**src/tcp_pkg.sv**
```systemverilog
// Shared types, constants and helper functions for the text cell placement block.
package tcp_pkg;

  typedef enum logic {
    ReqPlace  = 1'b0,
    ReqCursor = 1'b1
  } req_e;

  localparam int unsigned QueueDepthDef = 2;
  localparam int unsigned RunBytes      = 4;

  localparam logic [7:0]  SyncCommand   = 8'hF8;
  localparam logic [7:0]  SyncData      = 8'hFA;
  localparam logic [7:0]  SpaceByte     = 8'h20;
  localparam logic [15:0] HalfWidthMax  = 16'd128;
  localparam logic [7:0]  MappedHigh    = 8'hFF;

  // One queued run: up to four words, one command flag per word.
  typedef struct packed {
    logic [1:0]                last_idx;
    logic [RunBytes-1:0]       cmd;
    logic [RunBytes-1:0][7:0]  bytes;
  } run_t;

  // DDRAM address command for a packed {row, column} cursor.
  function automatic logic [7:0] addr_cmd(input logic [5:0] pos);
    logic [7:0] base;
    begin
      case (pos[5:4])
        2'd0:    base = 8'h80;
        2'd1:    base = 8'h90;
        2'd2:    base = 8'h88;
        default: base = 8'h98;
      endcase
      addr_cmd = base | {5'd0, pos[3:1]};
    end
  endfunction

  // Sync byte, high nibble, low nibble; each nibble in the upper half.
  function automatic logic [23:0] serial_frame(input logic is_cmd, input logic [7:0] b);
    logic [7:0] sync;
    begin
      sync = is_cmd ? SyncCommand : SyncData;
      serial_frame = {sync, b[7:4], 4'h0, b[3:0], 4'h0};
    end
  endfunction

endpackage

```
**src/tcp_if.sv**
```systemverilog
// Handshake channel interfaces for input items and output words.
interface tcp_in_if;
  logic        valid;
  logic        ready;
  logic        req_type;
  logic [15:0] char_code;
  logic [3:0]  cursor_column;
  logic [1:0]  cursor_row;

  modport source (output valid, req_type, char_code, cursor_column, cursor_row,
                  input ready);
  modport sink   (input valid, req_type, char_code, cursor_column, cursor_row,
                  output ready);
endinterface

interface tcp_out_if;
  logic        valid;
  logic        ready;
  logic        is_command;
  logic [7:0]  byte_value;
  logic [23:0] serial_frame;
  logic        last_of_run;

  modport source (output valid, is_command, byte_value, serial_frame, last_of_run,
                  input ready);
  modport sink   (input valid, is_command, byte_value, serial_frame, last_of_run,
                  output ready);
endinterface

```
**src/tcp_front.sv**
```systemverilog
// Front end: accepts items, keeps the cursor and held byte, builds word runs.
module tcp_front (
  input  logic          clk_i,
  input  logic          rst_ni,
  tcp_in_if.sink        in_i,
  input  logic          q_full_i,
  output logic          push_o,
  output tcp_pkg::run_t run_o
);

  logic [5:0] pos_q, pos_d;      // {row, column}
  logic [7:0] held_q, held_d;
  logic       accept;
  logic [15:0] code;
  logic [7:0]  lo_b;

  assign in_i.ready = !q_full_i;
  assign accept     = in_i.valid && !q_full_i;
  assign push_o     = accept && (in_i.req_type == tcp_pkg::ReqPlace);

  // 0xFFxx codes map to 0xFFFF - code, which is the bitwise complement.
  assign code = (in_i.char_code[15:8] == tcp_pkg::MappedHigh) ? ~in_i.char_code
                                                              : in_i.char_code;
  assign lo_b = in_i.char_code[7:0];

  always_comb begin
    run_o  = '0;
    pos_d  = pos_q;
    held_d = held_q;
    if (in_i.char_code > tcp_pkg::HalfWidthMax) begin
      if (pos_q[0]) begin
        run_o.bytes[0] = tcp_pkg::SpaceByte;
        run_o.bytes[1] = tcp_pkg::addr_cmd(pos_q + 6'd1);
        run_o.bytes[2] = code[15:8];
        run_o.bytes[3] = code[7:0];
        run_o.cmd      = 4'b0010;
        run_o.last_idx = 2'd3;
        pos_d          = pos_q + 6'd3;
      end else begin
        run_o.bytes[0] = tcp_pkg::addr_cmd(pos_q);
        run_o.bytes[1] = code[15:8];
        run_o.bytes[2] = code[7:0];
        run_o.cmd      = 4'b0001;
        run_o.last_idx = 2'd2;
        pos_d          = pos_q + 6'd2;
      end
    end else begin
      run_o.bytes[0] = tcp_pkg::addr_cmd(pos_q);
      run_o.cmd      = 4'b0001;
      run_o.last_idx = 2'd2;
      pos_d          = pos_q + 6'd1;
      if (pos_q[0]) begin
        run_o.bytes[1] = held_q;
        run_o.bytes[2] = lo_b;
      end else begin
        run_o.bytes[1] = lo_b;
        run_o.bytes[2] = tcp_pkg::SpaceByte;
        held_d         = lo_b;
      end
    end
    if (in_i.req_type == tcp_pkg::ReqCursor) begin
      pos_d  = {in_i.cursor_row, in_i.cursor_column};
      held_d = held_q;
    end
  end

  always_ff @(posedge clk_i or negedge rst_ni) begin
    if (!rst_ni) begin
      pos_q  <= '0;
      held_q <= '0;
    end else if (accept) begin
      pos_q  <= pos_d;
      held_q <= held_d;
    end
  end

endmodule

```
**src/tcp_queue.sv**
```systemverilog
// Short FIFO of word runs between the front end and the back end.
module tcp_queue #(
  parameter int unsigned Depth = tcp_pkg::QueueDepthDef   // 2 or more
) (
  input  logic          clk_i,
  input  logic          rst_ni,
  input  logic          push_i,
  input  tcp_pkg::run_t run_i,
  output logic          full_o,
  input  logic          pop_i,
  output logic          valid_o,
  output tcp_pkg::run_t run_o
);

  localparam int unsigned PtrW = $clog2(Depth);
  localparam int unsigned CntW = $clog2(Depth + 1);

  tcp_pkg::run_t       mem_q [Depth];
  logic [PtrW-1:0]     wr_q, rd_q;
  logic [CntW-1:0]     cnt_q;

  assign full_o  = (cnt_q == CntW'(Depth));
  assign valid_o = (cnt_q != '0);
  assign run_o   = mem_q[rd_q];

  function automatic logic [PtrW-1:0] inc(input logic [PtrW-1:0] p);
    inc = (p == PtrW'(Depth - 1)) ? '0 : p + PtrW'(1);
  endfunction

  always_ff @(posedge clk_i) begin
    if (push_i) begin
      mem_q[wr_q] <= run_i;
    end
  end

  always_ff @(posedge clk_i or negedge rst_ni) begin
    if (!rst_ni) begin
      wr_q  <= '0;
      rd_q  <= '0;
      cnt_q <= '0;
    end else begin
      if (push_i) wr_q <= inc(wr_q);
      if (pop_i)  rd_q <= inc(rd_q);
      if (push_i && !pop_i)      cnt_q <= cnt_q + CntW'(1);
      else if (pop_i && !push_i) cnt_q <= cnt_q - CntW'(1);
    end
  end

  a_no_overflow: assert property (@(posedge clk_i) disable iff (!rst_ni)
    !(push_i && full_o))
    else $error("run queue written while full");

  a_no_underflow: assert property (@(posedge clk_i) disable iff (!rst_ni)
    !(pop_i && !valid_o))
    else $error("run queue read while empty");

  a_count_bound: assert property (@(posedge clk_i) disable iff (!rst_ni)
    cnt_q <= CntW'(Depth))
    else $error("run queue count out of range");

endmodule

```
**src/tcp_back.sv**
```systemverilog
// Back end: walks a run into the output reg one word per unstalled cycle.
module tcp_back (
  input  logic          clk_i,
  input  logic          rst_ni,
  input  logic          q_valid_i,
  input  tcp_pkg::run_t run_i,
  output logic          pop_o,
  tcp_out_if.source     out_o
);

  logic [1:0]  idx_q;
  logic        valid_q;
  logic        cmd_q, last_q;
  logic [7:0]  byte_q;
  logic        load, is_last;

  assign load    = q_valid_i && (!valid_q || out_o.ready);
  assign is_last = (idx_q == run_i.last_idx);
  assign pop_o   = load && is_last;

  assign out_o.valid        = valid_q;
  assign out_o.is_command   = cmd_q;
  assign out_o.byte_value   = byte_q;
  assign out_o.serial_frame = tcp_pkg::serial_frame(cmd_q, byte_q);
  assign out_o.last_of_run  = last_q;

  always_ff @(posedge clk_i or negedge rst_ni) begin
    if (!rst_ni) begin
      idx_q   <= '0;
      valid_q <= 1'b0;
    end else begin
      if (load) begin
        valid_q <= 1'b1;
        idx_q   <= is_last ? 2'd0 : idx_q + 2'd1;
      end else if (out_o.ready) begin
        valid_q <= 1'b0;
      end
    end
  end

  always_ff @(posedge clk_i) begin
    if (load) begin
      byte_q <= run_i.bytes[idx_q];
      cmd_q  <= run_i.cmd[idx_q];
      last_q <= is_last;
    end
  end

  a_idx_in_run: assert property (@(posedge clk_i) disable iff (!rst_ni)
    q_valid_i |-> idx_q <= run_i.last_idx)
    else $error("word index past end of run");

endmodule

```
**src/text_cell_placement.sv**
```systemverilog
// Top level of the text cell placement block: front end, run queue, back end.
// The first word of a run passes through the run queue and then the output word register.
// Throughput: the back end sends one word per cycle while the output is ready, so a
//   place item sends 3 or 4 words (4 for a full-width code on an odd column); set-cursor
//   items are taken at the front and send nothing. The output word register sets the rate.
// Reset (rst_ni low, async): cursor to row 0 column 0, held byte 0, queue empty.
module text_cell_placement #(
  parameter int unsigned QueueDepth = tcp_pkg::QueueDepthDef
) (
  input  logic       clk_i,
  input  logic       rst_ni,
  tcp_in_if.sink     in_i,
  tcp_out_if.source  out_o
);

  // Front end pushes one run per place item; full queue stalls input.
  logic          push, q_full, q_valid, pop;
  tcp_pkg::run_t run_in, run_head;

  tcp_front u_front (
    .clk_i    (clk_i),
    .rst_ni   (rst_ni),
    .in_i     (in_i),
    .q_full_i (q_full),
    .push_o   (push),
    .run_o    (run_in)
  );

  // Decouples item intake from word output so each side stalls on its own.
  tcp_queue #(
    .Depth (QueueDepth)
  ) u_queue (
    .clk_i   (clk_i),
    .rst_ni  (rst_ni),
    .push_i  (push),
    .run_i   (run_in),
    .full_o  (q_full),
    .pop_i   (pop),
    .valid_o (q_valid),
    .run_o   (run_head)
  );

  // Back end emits the head run word by word; the run pops with its last word.
  tcp_back u_back (
    .clk_i     (clk_i),
    .rst_ni    (rst_ni),
    .q_valid_i (q_valid),
    .run_i     (run_head),
    .pop_o     (pop),
    .out_o     (out_o)
  );

endmodule
```
**src/flat_wrapper.sv**
```systemverilog
// flat-port wrapper written by rule: the top's interface ports become plain ports
module text_cell_placement_flat 
#(
  parameter int unsigned QueueDepth = tcp_pkg::QueueDepthDef
)
  (clk_i, rst_ni, in_i_valid, in_i_req_type, in_i_char_code, in_i_cursor_column, in_i_cursor_row, in_i_ready, out_o_valid, out_o_is_command, out_o_byte_value, out_o_serial_frame, out_o_last_of_run, out_o_ready);
  tcp_in_if in_i_i ();
  tcp_out_if out_o_i ();
  input  logic clk_i;
  input  logic rst_ni;
  input wire logic [$bits(in_i_i.valid)-1:0] in_i_valid;
  input wire logic [$bits(in_i_i.req_type)-1:0] in_i_req_type;
  input wire logic [$bits(in_i_i.char_code)-1:0] in_i_char_code;
  input wire logic [$bits(in_i_i.cursor_column)-1:0] in_i_cursor_column;
  input wire logic [$bits(in_i_i.cursor_row)-1:0] in_i_cursor_row;
  output wire logic [$bits(in_i_i.ready)-1:0] in_i_ready;
  output wire logic [$bits(out_o_i.valid)-1:0] out_o_valid;
  output wire logic [$bits(out_o_i.is_command)-1:0] out_o_is_command;
  output wire logic [$bits(out_o_i.byte_value)-1:0] out_o_byte_value;
  output wire logic [$bits(out_o_i.serial_frame)-1:0] out_o_serial_frame;
  output wire logic [$bits(out_o_i.last_of_run)-1:0] out_o_last_of_run;
  input wire logic [$bits(out_o_i.ready)-1:0] out_o_ready;
  assign in_i_i.valid = in_i_valid;
  assign in_i_i.req_type = in_i_req_type;
  assign in_i_i.char_code = in_i_char_code;
  assign in_i_i.cursor_column = in_i_cursor_column;
  assign in_i_i.cursor_row = in_i_cursor_row;
  assign in_i_ready = in_i_i.ready;
  assign out_o_valid = out_o_i.valid;
  assign out_o_is_command = out_o_i.is_command;
  assign out_o_byte_value = out_o_i.byte_value;
  assign out_o_serial_frame = out_o_i.serial_frame;
  assign out_o_last_of_run = out_o_i.last_of_run;
  assign out_o_i.ready = out_o_ready;
  text_cell_placement #(.QueueDepth(QueueDepth)) u_core (.clk_i(clk_i), .rst_ni(rst_ni), .in_i(in_i_i), .out_o(out_o_i));
endmodule
```
**config.mk**
```make
export PLATFORM = sky130hd
export DESIGN_NAME = text_cell_placement_flat
export DESIGN_NICKNAME = d
export VERILOG_FILES = /design/src/tcp_pkg.sv /design/src/tcp_if.sv /design/src/tcp_front.sv /design/src/tcp_queue.sv /design/src/tcp_back.sv /design/src/text_cell_placement.sv /design/src/flat_wrapper.sv
export SDC_FILE = /design/constraint.sdc
export NUM_CORES = 1
export LEC_CHECK = 0
export BUFFER_PORTS_ARGS = -buffer_cell sky130_fd_sc_hd__buf_2
export CORE_MARGIN = 1
export CORE_UTILIZATION = 47
export CTS_BUF_LIST = sky130_fd_sc_hd__clkbuf_16
export CTS_CLUSTER_DIAMETER = 50
export DETAILED_ROUTE_END_ITERATION = 10
export GPL_ROUTABILITY_DRIVEN = 0
export GPL_TIMING_DRIVEN = 0
export HOLD_SLACK_MARGIN = 0.08
export PLACE_DENSITY = 0.67
export SETUP_SLACK_MARGIN = 0.02
export SYNTH_ARGS = -nofsm -noshare
export SYNTH_HDL_FRONTEND = slang
export SYNTH_SLANG_ARGS = --single-unit
```
**constraint.sdc**
```tcl
create_clock -name clk_i -period 4.22 [get_ports clk_i]
set_clock_uncertainty 0.05 [all_clocks]
set_input_delay 0.211 -clock clk_i [delete_from_list [all_inputs] [get_ports clk_i]]
set_output_delay 0.211 -clock clk_i [all_outputs]
set_load 0.05 [all_outputs]
```
Yosys cells after proc, flatten, opt, wreduce, memory -nomap -nowiden
Memories as Yosys holds them, arrays and structs flattened.
Cells that the tools add are included.

word-level totals
  RAM bits = 76
  bits in read-only memories = 0
  bits in registers = 31
  word-level logic and storage cells = 84
  bits in latches = 0
  input bits = 27
  output and inout bits = 36
  memories = 1

memories
  name                  depth  width  read ports  clocked after memory_dff  wr ports  RTL line         text
  u_core.u_queue.mem_q  2      38     1           0                         1         tcp_queue.sv:18  tcp_pkg::run_t mem_q [Depth];

operators by class
  div/mod/pow operators = 0
  muxes and demuxes = 32
  $mul = 0
  bitwise gates (word level) = 7
  reduce and logical (&&, ||, !) cells = 17
  shift operators = 0
  order comparisons = 2
  eq/ne operators = 7
  $add $sub $neg = 8

operators by type and width
  cell                                                             count
  2-to-1 mux 8 bit                                                 8
  2-to-1 mux 24 bit                                                2
  2-to-1 mux 16 bit                                                2
  case mux 5 bit (3 select lines)                                  2
  2-to-1 mux 6 bit                                                 4
  OR 8 x 3 -> 8 bit                                                3
  binary-select mux 8 bit (select 2 bit)                           1
  greater-than comparator 16 x 8 -> 1 bit (second input constant)  1
  NOT 16 bit                                                       1
  adder 6 x 2 -> 6 bit (second input constant)                     2
  equality test 8 bit (second input constant)                      1
  2-to-1 mux 2 bit                                                 4
  2-to-1 mux 1 bit                                                 7
  adder 6 x 1 -> 6 bit (second input constant)                     1
  equality test 2 bit (second input constant)                      3
  logical AND 1 bit                                                6
  nonzero test 2 bit                                               3
  2-to-1 mux 5 bit                                                 1
  adder 2 x 1 -> 2 bit (second input constant)                     2
  equality test 2 x 1 -> 1 bit (second input constant)             2
  logical NOT 1 bit                                                4
  logical NOT 2 bit                                                2
  AND reduction 4 bit                                              1
  less-than comparator 2 x 3 -> 1 bit (second input constant)      1
  6 further kinds                                                  9

Logic depth before layout (Yosys ltp)
  word-level depth = 8
  mapped depth = 9

Hierarchy
A second synthesis with hierarchy kept.

unflattened totals
  cells, all modules = 407
  area total of the unflattened synthesis = 5,447.7 um^2

modules (own cells, without submodules)
  module     area an instance (um^2)  cells each  instances
  tcp_queue  2,977.9                  134         1
  tcp_front  1,590.3                  208         1
  tcp_back   879.6                    65          1

Worst setup path before layout
OpenSTA, ideal clock, no wires.

  path type = reg2reg
  from = register u_core.u_queue.cnt_q[0]
  to = memory u_core.u_queue.mem_q[0][0] (netlist bit) (enable)
  period minus slack after synthesis = 3.139 ns
  data required time = 3.751 ns
  cell stages (with the launch flop) = 6
  data arrival time = 2.670 ns
  library setup time = 0.419 ns
  path slack = 1.081 ns
  path through = dfrtp_1 > nand2b_1 > and2_1 > buf_2 > nand2_1 > nor2_1

on the way
  cells in the longest elaborated chain, start to end = 6

ends and longest elaborated chain
  what                                    RTL line            text
  start, declared                         tcp_queue.sv:20     logic [CntW-1:0] cnt_q;
  start signal, assigned                  tcp_queue.sv:44     if (push_i && !pop_i) cnt_q <= cnt_q + CntW'(1);
  start signal, assigned                  tcp_queue.sv:45     else if (pop_i && !push_i) cnt_q <= cnt_q - CntW'(1);
  equality test 2 bit                     tcp_queue.sv:22     assign full_o = (cnt_q == CntW'(Depth));
  logical NOT 1 bit                       n/a
  net in_i_ready                          flat_wrapper.sv:16  output wire logic [$bits(in_i_i.ready)-1:0] in_i_ready;
  logical AND 1 bit                       tcp_front.sv:18     assign accept = in_i.valid && !q_full_i;
  logical AND 1 bit                       tcp_front.sv:19     assign push_o = accept && (in_i.req_type == tcp_pkg::ReqPlace);
  2-to-1 mux 1 bit                        tcp_queue.sv:31     if (push_i) begin
  2-to-1 mux 1 bit (not written as such)  tcp_queue.sv:32     mem_q[wr_q] <= run_i;
  end, declared                           tcp_queue.sv:18

The timed path passes the listed nets, and every way through them passes these cells.

Worst setup path in the final report
  from = register u_core.u_queue.cnt_q[0]
  to = memory u_core.u_queue.mem_q[0][10] (netlist bit) (enable)

on the way
  cells in the longest elaborated chain, start to end = 6

ends and longest elaborated chain
  what                                    RTL line
  equality test 2 bit                     tcp_queue.sv:22
  logical NOT 1 bit                       tcp_front.sv:18
  logical AND 1 bit                       tcp_front.sv:18
  logical AND 1 bit                       tcp_front.sv:19
  2-to-1 mux 1 bit                        tcp_queue.sv:31
  2-to-1 mux 1 bit (not written as such)  tcp_queue.sv:32

No other way between the ends.

==> qor.csv <==
stage,metric,value,unit
run_status,outcome,"complete, no violations",
critical_path,cp.required,4140,ps
yosys,synth_common_cells,"72 x edfxtp_1, 28 x nor2_1, 23 x buf_4",
routing,first_pass_iters,4,
routing,via_per_inst,5.335,
sta,setup_tns,0,ps
sta,tightest_slew,892.4,ps
clocking,cts_sinks,93,
sta,min_period,2248,ps
cells_and_area,final_area,5459,µm²
yosys,synth_top_family_by_area,multiplexers,
yosys,synth.most_common_cell,edfxtp_1,
yosys,synth.area.mux_share,12.23,%
global_route,grt-ovfl-total,0,
power,p_per_area,725.2,nW/µm²
critical_path,cp-end-kind,flop,
placement,portBuffers,47,
yosys,synth_top_flop_cell,edfxtp_1,
routing,ant_nets,0,
cells_and_area,num_antenna_cells,0,
sta,setup_violations,0,
cells_and_area,fillers,767,
sta,relSlewSlack,40.37,%
global_route,grt_pass1_vias,2914,
routing,routed_wl,9306,µm
power,power.leakage,0.002179,µW
yosys,syn_avg_cell_area,13.12,µm²
critical_path,max_stage_delay,710,ps
yosys,synthArstFlopShare,22.58,%
clocking,tritoncts,done,
yosys,yosysWarnings,0,
yosys,synth_top_area_share,46.55,%
cells_and_area,multi_input_area,1714,µm²
yosys,synth_area,4644,µm²
yosys,synth.distinct_cells,53,
global_route,grt_max_degree,32,
clocking,root_buffer,clkbuf_16,
global_route,antenna_found_initial,0,
yosys,synthSimpleGateAreaFrac,7.489,%
floorplan,die_x,101.4,µm
global_route,grt_pass1_wl,14970,µm
clocking,clk_latency,340,ps
yosys,synthAdderAreaFrac,1.616,%
sta,slew_violations,0,
yosys,synth_largest_area_cell,edfxtp_1,
routing,drc_errors,0,
critical_path,start_kind,flop,
yosys,synth.ff_latch_count,93,
sta,rsz0062_at_grt,false,
clocking,cts_setup_buffers,0,
global_route,track_usage,19.82,%
routing,drt-initial-drc-count,195,
routing,wl_per_cell,16.50,µm
cells_and_area,layout-drive-gt1-share,29.66,%
clocking,post_cts_resized,0,
yosys,synth-edff-count,72,
critical_path,slowest_stage,nor2_4,
yosys,synth_area_leaders,"edfxtp_1 47%, dfrtp_1 11%, mux4_2 6.3%, buf_4 3.7%, xnor2_1 3.0%",
critical_path,critPathKind,flop to flop,
sta,finalHoldViolCount,0,
yosys,synth_xor_area_share,3.960,%
yosys,synth_compound_area_share,10.21,%
placement,hpwl,6591,µm
clocking,cts_buffers,9,
floorplan,rows,35,
sta,maxClockFrequency,444.9,MHz
critical_path,arrival,2160,ps
critical_path,critical_path.max_fanout,31,
critical_path,path_cells,nand2b_1 > and2_1 > buf_2 > nand2_1 > nor2_4,
floorplan,fp.dieArea,10280,µm²
yosys,ys_seq_area_share,57.87,%
floorplan,die_height,101.4,µm
floorplan,floorplan.initialDensity,49.33,%
routing,vias,3009,
cells_and_area,final_nets,463,
clocking,h-tree-depth,3,
power,ir_worst_vdd,454.3,µV
flow_run,max_cap_violations,0,
placement,dpl_cell_area,5106,µm²
floorplan,io_pins,63,
clocking,path_clk_slew,70,ps
clocking,clk_path_buf_depth,2,
floorplan,core_area,9415,µm²
cells_and_area,ff_latch_area,2688,µm²
cells_and_area,area_delta_synth_final,17.54,%
hold_path,min_path_type,input port to flop,
yosys,synth_cells,354,
sta,fin_crit_sh,53.26,%
-- what timing repair did --
action                                  in CTS  in global routing
endpoints found under the setup margin       0                  0
endpoints found under the hold margin       24                  0
hold buffers                                 4                  0
-- power by group --
| part | internal (µW) | leakage, µW | switching [µW] |
|---|---|---|---|
| sequential | 1310 | 0.000933 | 107 |
| combinational | 615 | 0.00109 | 1070 |
| clock | 475 | 0.000155 | 376 |
-- cells in the final DEF (no fill, tap or decap), types with 3 or more instances in the layout --
cell type	netlist	final
xnor2_1	16	16
nor2_1	28	27
clkbuf_1	8	8
mux4_2	13	13
edfxtp_1	72	72
buf_4	23	24
a211oi_1	3	3
inv_1	7	7
a221oi_1	4	4
nand3_1	3	3
inv_6	0	3
mux2i_1	8	8
clkbuf_16	0	9
conb_1	2	15
nand2_1	22	22
nor4_1	4	4
o21ai_0	19	19
ha_1	6	6
mux2_1	5	5
and2_1	6	6
a21oi_1	8	8
xor2_1	5	5
buf_2	9	56
mux2_2	11	11
dlygate4sd3_1	0	4
dfrtp_1	21	21
a221o_1	9	9
-- layer usage --
| layer | share of wire, % | global-route usage [%] | vias up | routed length, µm |
|---|---|---|---|---|
| li1 | - | - | 1441 | - |
| met1 | 44 | 25.15 | 1460 | 4121 |
| met2 | 49 | 32.50 | 99 | 4556 |
| met3 | 5.5 | 4.141 | 9 | 511 |
| met4 | 1.3 | 9.810 | 0 | 117 |
| met5 | 0 | 0 | - | 0 |
-- sequential cells by signal, summed over array words and instances, names as in the netlist --
name / cells
u_core.u_back.idx_q: 2
u_core.u_back.out_o.byte_value: 8
u_core.u_back.out_o.is_command: 1
u_core.u_back.out_o.last_of_run: 1
u_core.u_back.out_o.valid: 1
u_core.u_front.held_q: 8
u_core.u_front.pos_q: 6
u_core.u_queue.cnt_q: 2
u_core.u_queue.mem_q: 62
u_core.u_queue.rd_q: 1
u_core.u_queue.wr_q: 1
-- worst paths after layout --
check	from	to	slack (ps)	cells after the start
max	u_core.u_queue.cnt_q[0]$_DFFE_PN0P_	u_core.u_queue.mem_q[0][10]$_DFFE_PP_	1970	5
min reg2reg	u_core.u_queue.cnt_q[1]$_DFFE_PN0P_	u_core.u_queue.cnt_q[1]$_DFFE_PN0P_	440	1
max reg2reg	u_core.u_queue.cnt_q[0]$_DFFE_PN0P_	u_core.u_queue.mem_q[0][10]$_DFFE_PP_	1970	5
min in group asynchronous	rst_ni	u_core.u_back.idx_q[1]$_DFFE_PN0P_	330	2
min	in_i_char_code[0]	u_core.u_front.held_q[0]$_DFFE_PN0P_	130	2
max in group asynchronous	rst_ni	u_core.u_front.held_q[1]$_DFFE_PN0P_	3410	2
-- stage by stage --
stage | total power, µW | hold WS (ps) | std cells | setup slack, ps | util [%]
after floorplan | 2742 | -134.6 | 367 | 1081 | -
after global placement | 3095 | 181.7 | 543 | 687.1 | 54.06
after detailed placement | 3135 | 184.3 | 544 | 1916 | 54.23
after CTS | 3983 | 129.4 | 564 | 1899 | 57.98
after global routing | 4180 | 137.3 | 564 | 1779 | 57.98
final | 3959 | 134.6 | 564 | 1972 | 57.98
-- area by class of cell --
type	count	share of cell area [%]
plain buffers	43	4.882
multi-input cells	222	31.40
clock inverters	7	1.604
clock buffers	9	4.126
inverters	9	0.6188
flip-flops and latches	93	49.23
repair buffers	52	5.180
well taps	129	2.957
-- critical path, delay by kind of cell (launching register included) --
family,cells,cell delay (ps)
simple gates,4,1190
flops,1,410
buf+inv,1,170
-- logic make-up (layout without fill, tap and decap cells) --
kind of cell             count (synthesis)  count (layout)
flip-flops                              93              93
AND/OR/NAND/NOR                         76              76
multiplexers                            38              38
adder cells (fa/ha/maj)                  6               6
buffers and inverters                   52             120
other                                    2              15
AO/OA/AOI/OAI                           66              66
XOR/XNOR                                21              21
Power figures use the tool's default switching activity.
